**config.mk**
```make
export PLATFORM = sky130hd
export DESIGN_NAME = credit_flow_tx_queue
export DESIGN_NICKNAME = d
export VERILOG_FILES = /design/src/cftq_pkg.sv /design/src/credit_flow_tx_queue.sv
export VERILOG_INCLUDE_DIRS = /design/src /design/src/src
export SDC_FILE = /design/constraint.sdc
export NUM_CORES = 1
export LEC_CHECK = 0
export BUFFER_PORTS_ARGS = -buffer_cell sky130_fd_sc_hd__clkbuf_2
export CAP_MARGIN = 20
export CORE_MARGIN = 5
export CORE_UTILIZATION = 45
export CTS_CLUSTER_SIZE = 20
export DETAILED_ROUTE_END_ITERATION = 16
export SYNTH_ARGS = -nofsm -noshare
export SYNTH_HDL_FRONTEND = slang
export SYNTH_SLANG_ARGS = --single-unit
```
**constraint.sdc**
```tcl
create_clock -name clk -period 13.45 [get_ports clk]
set_clock_uncertainty 0.1 [all_clocks]
set_input_delay 1.345 -clock clk [delete_from_list [all_inputs] [get_ports clk]]
set_output_delay 1.345 -clock clk [all_outputs]
set_load 0.01 [all_outputs]
```
**src/credit_flow_tx_queue_assert.svh**
```systemverilog
// Assertion macros for the credit flow transmit queue.
// Used by credit_flow_tx_queue.sv; expects clk and rst_n in scope.
`ifndef CREDIT_FLOW_TX_QUEUE_ASSERT_SVH
`define CREDIT_FLOW_TX_QUEUE_ASSERT_SVH

// same-cycle implication
`define CFTQ_ASSERT_NOW(label, ante, cons, msg) \
    label: assert property (@(posedge clk) disable iff (!rst_n) (ante) |-> (cons)) \
        else $error(msg);

// next-cycle implication
`define CFTQ_ASSERT_NEXT(label, ante, cons, msg) \
    label: assert property (@(posedge clk) disable iff (!rst_n) (ante) |=> (cons)) \
        else $error(msg);

`endif

```
**src/cftq_pkg.sv**
```systemverilog
// Types and constants for the credit flow transmit queue.
// No dependencies; used by credit_flow_tx_queue.sv.
package cftq_pkg;

    localparam int HANDLE_BITS  = 16;
    localparam int CREDIT_BITS  = 16;
    localparam int LEN_BITS     = 7;
    localparam int CFG_BITS     = 7;
    localparam int ACTION_BITS  = 2;
    localparam int DEPTH_DFLT   = 64;

    localparam logic [ACTION_BITS-1:0] ACT_FEEDBACK = 2'd0;
    localparam logic [ACTION_BITS-1:0] ACT_SEND     = 2'd1;
    localparam logic [ACTION_BITS-1:0] ACT_ARRIVE   = 2'd2;

    localparam logic REG_QUEUE_LIMIT  = 1'b0;
    localparam logic REG_RESUME_LEVEL = 1'b1;

    localparam logic [CFG_BITS-1:0]    LIMIT_RST  = 7'd64;
    localparam logic [CFG_BITS-1:0]    RESUME_RST = 7'd54;
    localparam logic [CREDIT_BITS-1:0] CREDIT_RST = 16'd1;

    typedef struct packed {
        logic                   sent_valid;
        logic [HANDLE_BITS-1:0] sent_payload;
        logic                   dropped;
        logic                   blocked;
        logic                   slow_down;
        logic                   speed_up;
        logic [LEN_BITS-1:0]    queue_length;
    } result_t;

endpackage

```
**src/credit_flow_tx_queue.sv**
```systemverilog
// Credit and congestion gated transmit FIFO with slow_down/speed_up throttle flags.
// Depends on cftq_pkg and credit_flow_tx_queue_assert.svh.
// The result of an accepted item is registered, via the skid register while the result port is stalled.
// Throughput: one item per cycle while item_stall is low; the queue state updates in one pass
//   and the head entry is prefetched from the packet memory into a register each cycle.
// A skid register lets one more item in while the result port is stalled.
// Reset: pointers, count, flags and config go to their reset values at once;
//   the packet memory is not cleared and needs no clearing pass.
`include "credit_flow_tx_queue_assert.svh"

module credit_flow_tx_queue #(
    parameter int QUEUE_DEPTH = cftq_pkg::DEPTH_DFLT
) (
    input  logic                             clk,
    input  logic                             rst_n,
    // item channel
    input  logic                             item_valid,
    output logic                             item_stall,
    input  logic [cftq_pkg::ACTION_BITS-1:0] action,
    input  logic [cftq_pkg::HANDLE_BITS-1:0] payload,
    input  logic                             fb_congested,
    input  logic [cftq_pkg::CREDIT_BITS-1:0] fb_credit,
    // result channel
    output logic                             res_valid,
    input  logic                             res_stall,
    output logic                             sent_valid,
    output logic [cftq_pkg::HANDLE_BITS-1:0] sent_payload,
    output logic                             dropped,
    output logic                             blocked,
    output logic                             slow_down,
    output logic                             speed_up,
    output logic [cftq_pkg::LEN_BITS-1:0]    queue_length,
    // config write channel
    input  logic                             cfg_valid,
    output logic                             cfg_ready,
    input  logic                             cfg_index,
    input  logic [cftq_pkg::CFG_BITS-1:0]    cfg_data
);

    localparam int PW   = (QUEUE_DEPTH > 1) ? $clog2(QUEUE_DEPTH) : 1;
    localparam int CW   = $clog2(QUEUE_DEPTH + 1);
    localparam int CMPW = (CW > cftq_pkg::CFG_BITS) ? CW : cftq_pkg::CFG_BITS;
    localparam logic [PW-1:0]   PTR_LAST  = PW'(QUEUE_DEPTH - 1);
    localparam logic [CMPW-1:0] DEPTH_CMP = CMPW'(QUEUE_DEPTH);

    logic [cftq_pkg::HANDLE_BITS-1:0] mem [QUEUE_DEPTH];

    logic [PW-1:0]                    head_ptr_reg, head_ptr_next;
    logic [PW-1:0]                    tail_ptr_reg, tail_ptr_next;
    logic [CW-1:0]                    count_reg, count_next;
    logic [cftq_pkg::CREDIT_BITS-1:0] credit_reg, credit_next;
    logic                             congested_reg, congested_next;
    logic                             throttled_reg, throttled_next;
    logic [cftq_pkg::CFG_BITS-1:0]    limit_reg, resume_reg;
    logic [cftq_pkg::HANDLE_BITS-1:0] head_data_reg;

    cftq_pkg::result_t out_reg, skid_reg, res;
    logic              out_valid_reg, skid_valid_reg;

    logic            accept, push, pop, is_send, is_arrive, throttle_mid;
    logic [CMPW-1:0] lim, count_ext, count_next_ext;

    assign cfg_ready  = 1'b1;
    assign item_stall = skid_valid_reg;
    assign accept     = item_valid && !skid_valid_reg;

    assign is_send   = (action == cftq_pkg::ACT_SEND);
    assign is_arrive = (action == cftq_pkg::ACT_ARRIVE);

    always_comb
    begin
        lim = (CMPW'(limit_reg) > DEPTH_CMP) ? DEPTH_CMP : CMPW'(limit_reg);
        count_ext = CMPW'(count_reg);

        pop  = accept && is_send && (credit_reg != '0) && !congested_reg && (count_reg != '0);
        push = accept && is_arrive && (count_ext < lim);

        unique case ({push, pop})
            2'b10:   count_next = count_reg + 1'b1;
            2'b01:   count_next = count_reg - 1'b1;
            default: count_next = count_reg;
        endcase
        count_next_ext = CMPW'(count_next);

        head_ptr_next = pop  ? ((head_ptr_reg == PTR_LAST) ? '0 : head_ptr_reg + 1'b1)
                             : head_ptr_reg;
        tail_ptr_next = push ? ((tail_ptr_reg == PTR_LAST) ? '0 : tail_ptr_reg + 1'b1)
                             : tail_ptr_reg;

        congested_next = congested_reg;
        credit_next    = credit_reg;
        if (accept && (action == cftq_pkg::ACT_FEEDBACK))
        begin
            congested_next = fb_congested;
            credit_next    = fb_credit;
        end
        else if (pop)
        begin
            credit_next = credit_reg - 1'b1;
        end

        res.sent_valid   = pop;
        res.sent_payload = pop ? head_data_reg : '0;
        res.dropped      = is_arrive && !(count_ext < lim);
        res.blocked      = is_send && ((credit_reg == '0) || congested_reg);
        res.slow_down    = (count_next_ext >= lim);
        throttle_mid     = throttled_reg || res.slow_down;
        res.speed_up     = throttle_mid && (count_next_ext <= CMPW'(resume_reg));
        res.queue_length = count_next_ext[cftq_pkg::LEN_BITS-1:0];

        throttled_next = accept ? (throttle_mid && !res.speed_up) : throttled_reg;
    end

    // packet memory; the head entry is read ahead, with a bypass for a push
    // into the slot that becomes the head
    always_ff @(posedge clk)
    begin
        if (push)
            mem[tail_ptr_reg] <= payload;
        if (push && (tail_ptr_reg == head_ptr_next))
            head_data_reg <= payload;
        else
            head_data_reg <= mem[head_ptr_next];
    end

    always_ff @(posedge clk or negedge rst_n)
    begin
        if (!rst_n)
        begin
            head_ptr_reg  <= '0;
            tail_ptr_reg  <= '0;
            count_reg     <= '0;
            credit_reg    <= cftq_pkg::CREDIT_RST;
            congested_reg <= 1'b0;
            throttled_reg <= 1'b0;
            limit_reg     <= cftq_pkg::LIMIT_RST;
            resume_reg    <= cftq_pkg::RESUME_RST;
        end
        else
        begin
            head_ptr_reg  <= head_ptr_next;
            tail_ptr_reg  <= tail_ptr_next;
            count_reg     <= count_next;
            credit_reg    <= credit_next;
            congested_reg <= congested_next;
            throttled_reg <= throttled_next;
            if (cfg_valid && cfg_ready)
            begin
                unique case (cfg_index)
                    cftq_pkg::REG_QUEUE_LIMIT:  limit_reg  <= cfg_data;
                    cftq_pkg::REG_RESUME_LEVEL: resume_reg <= cfg_data;
                    default:                    ;
                endcase
            end
        end
    end

    // result register plus skid
    always_ff @(posedge clk or negedge rst_n)
    begin
        if (!rst_n)
        begin
            out_valid_reg  <= 1'b0;
            skid_valid_reg <= 1'b0;
        end
        else if (!out_valid_reg || !res_stall)
        begin
            if (skid_valid_reg)
            begin
                out_valid_reg  <= 1'b1;
                skid_valid_reg <= 1'b0;
            end
            else
            begin
                out_valid_reg <= accept;
            end
        end
        else if (accept)
        begin
            skid_valid_reg <= 1'b1;
        end
    end

    always_ff @(posedge clk)
    begin
        if (!out_valid_reg || !res_stall)
        begin
            if (skid_valid_reg)
                out_reg <= skid_reg;
            else if (accept)
                out_reg <= res;
        end
        else if (accept)
        begin
            skid_reg <= res;
        end
    end

    assign res_valid    = out_valid_reg;
    assign sent_valid   = out_reg.sent_valid;
    assign sent_payload = out_reg.sent_payload;
    assign dropped      = out_reg.dropped;
    assign blocked      = out_reg.blocked;
    assign slow_down    = out_reg.slow_down;
    assign speed_up     = out_reg.speed_up;
    assign queue_length = out_reg.queue_length;

    `CFTQ_ASSERT_NOW(a_count_in_range, 1'b1, CMPW'(count_reg) <= DEPTH_CMP, "queue count above depth")
    `CFTQ_ASSERT_NOW(a_skid_behind_out, skid_valid_reg, out_valid_reg, "skid word without result word")
    `CFTQ_ASSERT_NEXT(a_pop_uses_credit, pop, credit_reg == $past(credit_reg) - 1'b1, "pop did not spend one credit")
    `CFTQ_ASSERT_NEXT(a_skid_drains, skid_valid_reg && !res_stall, !skid_valid_reg, "skid word not moved up")

endmodule
```
==> results.json <==
{
  "setup-violations-final": 0,
  "synth_area_per_cell_um2": 17.9,
  "synth_compound_area_share_pct": 5.26,
  "cts_resized": 0,
  "ys_warn_count": 0,
  "ys_types": 68,
  "largest_reg_flops": 1024,
  "clk_pin_slew_ns": 0.06,
  "period_share_pct": 48.2,
  "slew-limit-headroom_pct": 26.3,
  "hpwl_um": 65100,
  "hold_violations": 0,
  "crit_fanout": 18,
  "cp-end-kind": "flip-flop",
  "r2r_cells": 21,
  "drt_first_iter_violations": 2619,
  "clockBufferDepth": 3,
  "grt_usage_pct": 20.7,
  "fin_util_pct": 51.0,
  "grt_max_degree": 135,
  "yosysSeqAreaShare_pct": 75.2,
  "drive_above_1_share_pct": 18.0,
  "grt_pass1_vias": 23725,
  "wl_per_cell_um": 27.6,
  "hold_path.class": "reg -> reg",
  "dr_total_vias": 23910,
  "crit-reg2reg-launch": "limit_reg[6]",
  "path_class": "reg -> reg",
  "p_total_uw": 9240,
  "die_h_um": 326,
  "max-cap-violations": 0,
  "drv_slew": 0,
  "antenna_found_initial": 1,
  "floorplan.initialDensity_pct": 45.2,
  "core_area_um2": 99700,
  "viasPerCell": 5.91,
  "worstHoldStart": "limit_reg[1]",
  "whs_ns": 0.411,
  "cp.required_ns": 13.80,
  "synth_ff_type": "edfxtp_1",
  "cts_root_buffer": "clkbuf_16",
  "area_delta_synth_final_pct": 12.8,
  "worstHoldEndpoint": "limit_reg[1]",
  "post-cts-setup-buffers": 0,
  "io_pins": 79,
  "hold_depth": 1,
  "ant_nets": 0,
  "irDropWorstVdd_mv": 0.106,
  "first_pass_iters": 5,
  "ys_ff_latch": 1139,
  "r2r-end": "speed_up",
  "numCtsBuffers": 113,
  "fp.dieArea_um2": 107000,
  "nets": 2729,
  "synth_edf_count": 1080,
  "num-fill-cells": 7974,
  "netlist_instances": 2510,
  "num_rows": 116,
  "multi_input_area_um2": 10500,
  "overflow": 0,
  "drc": 0,
  "min_period_ns": 6.48,
  "yosys-mux-area-fraction_pct": 12.2,
  "grt_pass1_wl_um": 164000,
  "cts_hold_buffers": 0,
  "synth_xor_area_share_pct": 0.544,
  "clock_sinks": 1139,
  "syn_nets": 2584,
  "seqCellArea_um2": 33900,
  "die_w_um": 326,
  "cts_tree": "yes",
  "status": "finished clean",
  "fmax_mhz": 154,
  "startpoint_type": "flip-flop",
  "syn-cell-area_um2": 45000,
  "rsz0062_at_grt": "no",
  "synth_fa_ha_area_share_pct": 0.722,
  "cp.arrival_ns": 6.83,
  "worstMarginPinSlew_ns": 1.10,
  "r2r_slack_ns": 6.97,
  "yosys.area_share.simple_pct": 4.46,
  "clk_latency_ns": 0.69,
  "wl_um": 112000,
  "p_leak_uw": 0.0170,
  "power_density_nw_per_um2": 182,
  "synth_top_family_by_area": "multiplexers",
  "synthArstFlopShare_pct": 4.65,
  "finalSetupTns_ns": 0,
  "portBuffers": 77,
  "place_congestion": 0.848,
  "htree_num_levels": 3
}
Yosys cell counts (17+ instances only):
library cell | instances | area share (%)
clkbuf_1 | 75 | 0.62
nor2b_1 | 30 | 0.42
dfrtp_1 | 47 | 2.6
nand4_1 | 26 | 0.36
mux4_2 | 80 | 4.0
edfxtp_1 | 1080 | 72
o21ai_0 | 29 | 0.32
buf_2 | 58 | 0.64
and3_1 | 21 | 0.29
mux2_2 | 40 | 1.0
xor2_1 | 17 | 0.33
a22oi_1 | 172 | 2.9
inv_1 | 18 | 0.15
ha_1 | 26 | 0.72
nand3_1 | 99 | 1.1
mux2i_1 | 321 | 7.1
nor2_1 | 80 | 0.67
nand2_1 | 69 | 0.57
worst max-delay path by stage:
stage	from	slack, ns	to
floorplan	item_valid	7.70	speed_up
finish	limit_reg[6]	6.97	speed_up
CTS	limit_reg[6]	7.00	speed_up
global placement	item_valid	7.12	speed_up
detailed placement	item_valid	6.81	speed_up
global route	limit_reg[6]	6.55	speed_up
worst max-delay path, cell delays in order (launching register included):
cell and delay [ns]:
dfstp_2 0.55, inv_1 0.13, nand2_1 0.13, ha_1 0.26
a21o_1 0.17, a21oi_1 0.18, o211ai_2 0.18, a2111oi_4 0.96
inv_1 0.15, ha_1 0.44, xor2_1 0.22, ha_1 0.24
and3b_1 0.16, o21ai_0 0.37, nand4_1 0.17, a31oi_1 0.20
xor2_1 0.47, ha_1 0.36, a21oi_1 0.14, o211ai_1 0.22
o21ba_2 0.26, a22o_1 0.18
routing by layer:
metal	part of all wire, %	vias to the layer above	wire, um	track usage (%)
li1	-	10410	-	-
met4	2.2	0	2420	4.89
met2	46	953	51300	32.1
met1	44	12400	49600	31.2
met5	0	-	0	0
met3	7.5	147	8390	3.38
cell families (layout without fill, tap and decap cells):
family	count (synthesis)	after routing
simple gates	387	387
flops	1139	1139
buf+inv	166	401
xor+xnor	28	28
compound gates	320	320
other cells	1	4
mux	443	443
fa+ha+maj	26	26
per-stage QoR:
step	cells	cell area, um^2	setup slack, ns
2_1_floorplan	2510	45000	7.70
3_3_place_gp	3836	47200	7.12
3_5_place_dp	3837	47200	6.81
4_1_cts	4042	50800	7.00
5_1_grt	4043	50800	6.55
6_report	4046	50800	6.97
power breakdown:
group / switching, uW / internal [uW]
Sequential: 126 / 3980
Combinational: 1290 / 841
Clock: 1300 / 1710
Total: 2710 / 6530
final cells by class:
type / count / share of cell area, %
Antenna cell: 3 / 0.0148
Timing Repair Buffer: 178 / 2.29
Multi-Input combinational cell: 1205 / 20.7
Clock buffer: 146 / 6.01
Inverter: 18 / 0.133
Clock inverter: 59 / 0.943
Tap cell: 1298 / 3.20
Sequential cell: 1139 / 66.7
cells in the final DEF, fill, tap and decap left out, types with 10 or more instances in the layout:
cell,instances
a211oi_1,16
a21o_1,10
a21oi_1,15
a221oi_1,15
a22oi_1,172
a32o_1,10
and3_1,21
buf_4,99
clkbuf_1,25
clkbuf_16,115
clkbuf_2,77
clkinv_1,25
clkinv_2,17
dfrtp_1,47
edfxtp_1,1080
ha_1,26
inv_1,18
mux2_2,40
mux2i_1,321
mux4_2,80
nand2_1,69
nand3_1,99
nand4_1,26
nor2_1,76
nor2_2,11
nor2b_1,24
o21ai_0,29
xnor2_1,11
xor2_1,17
Power figures use the tool's default switching activity.
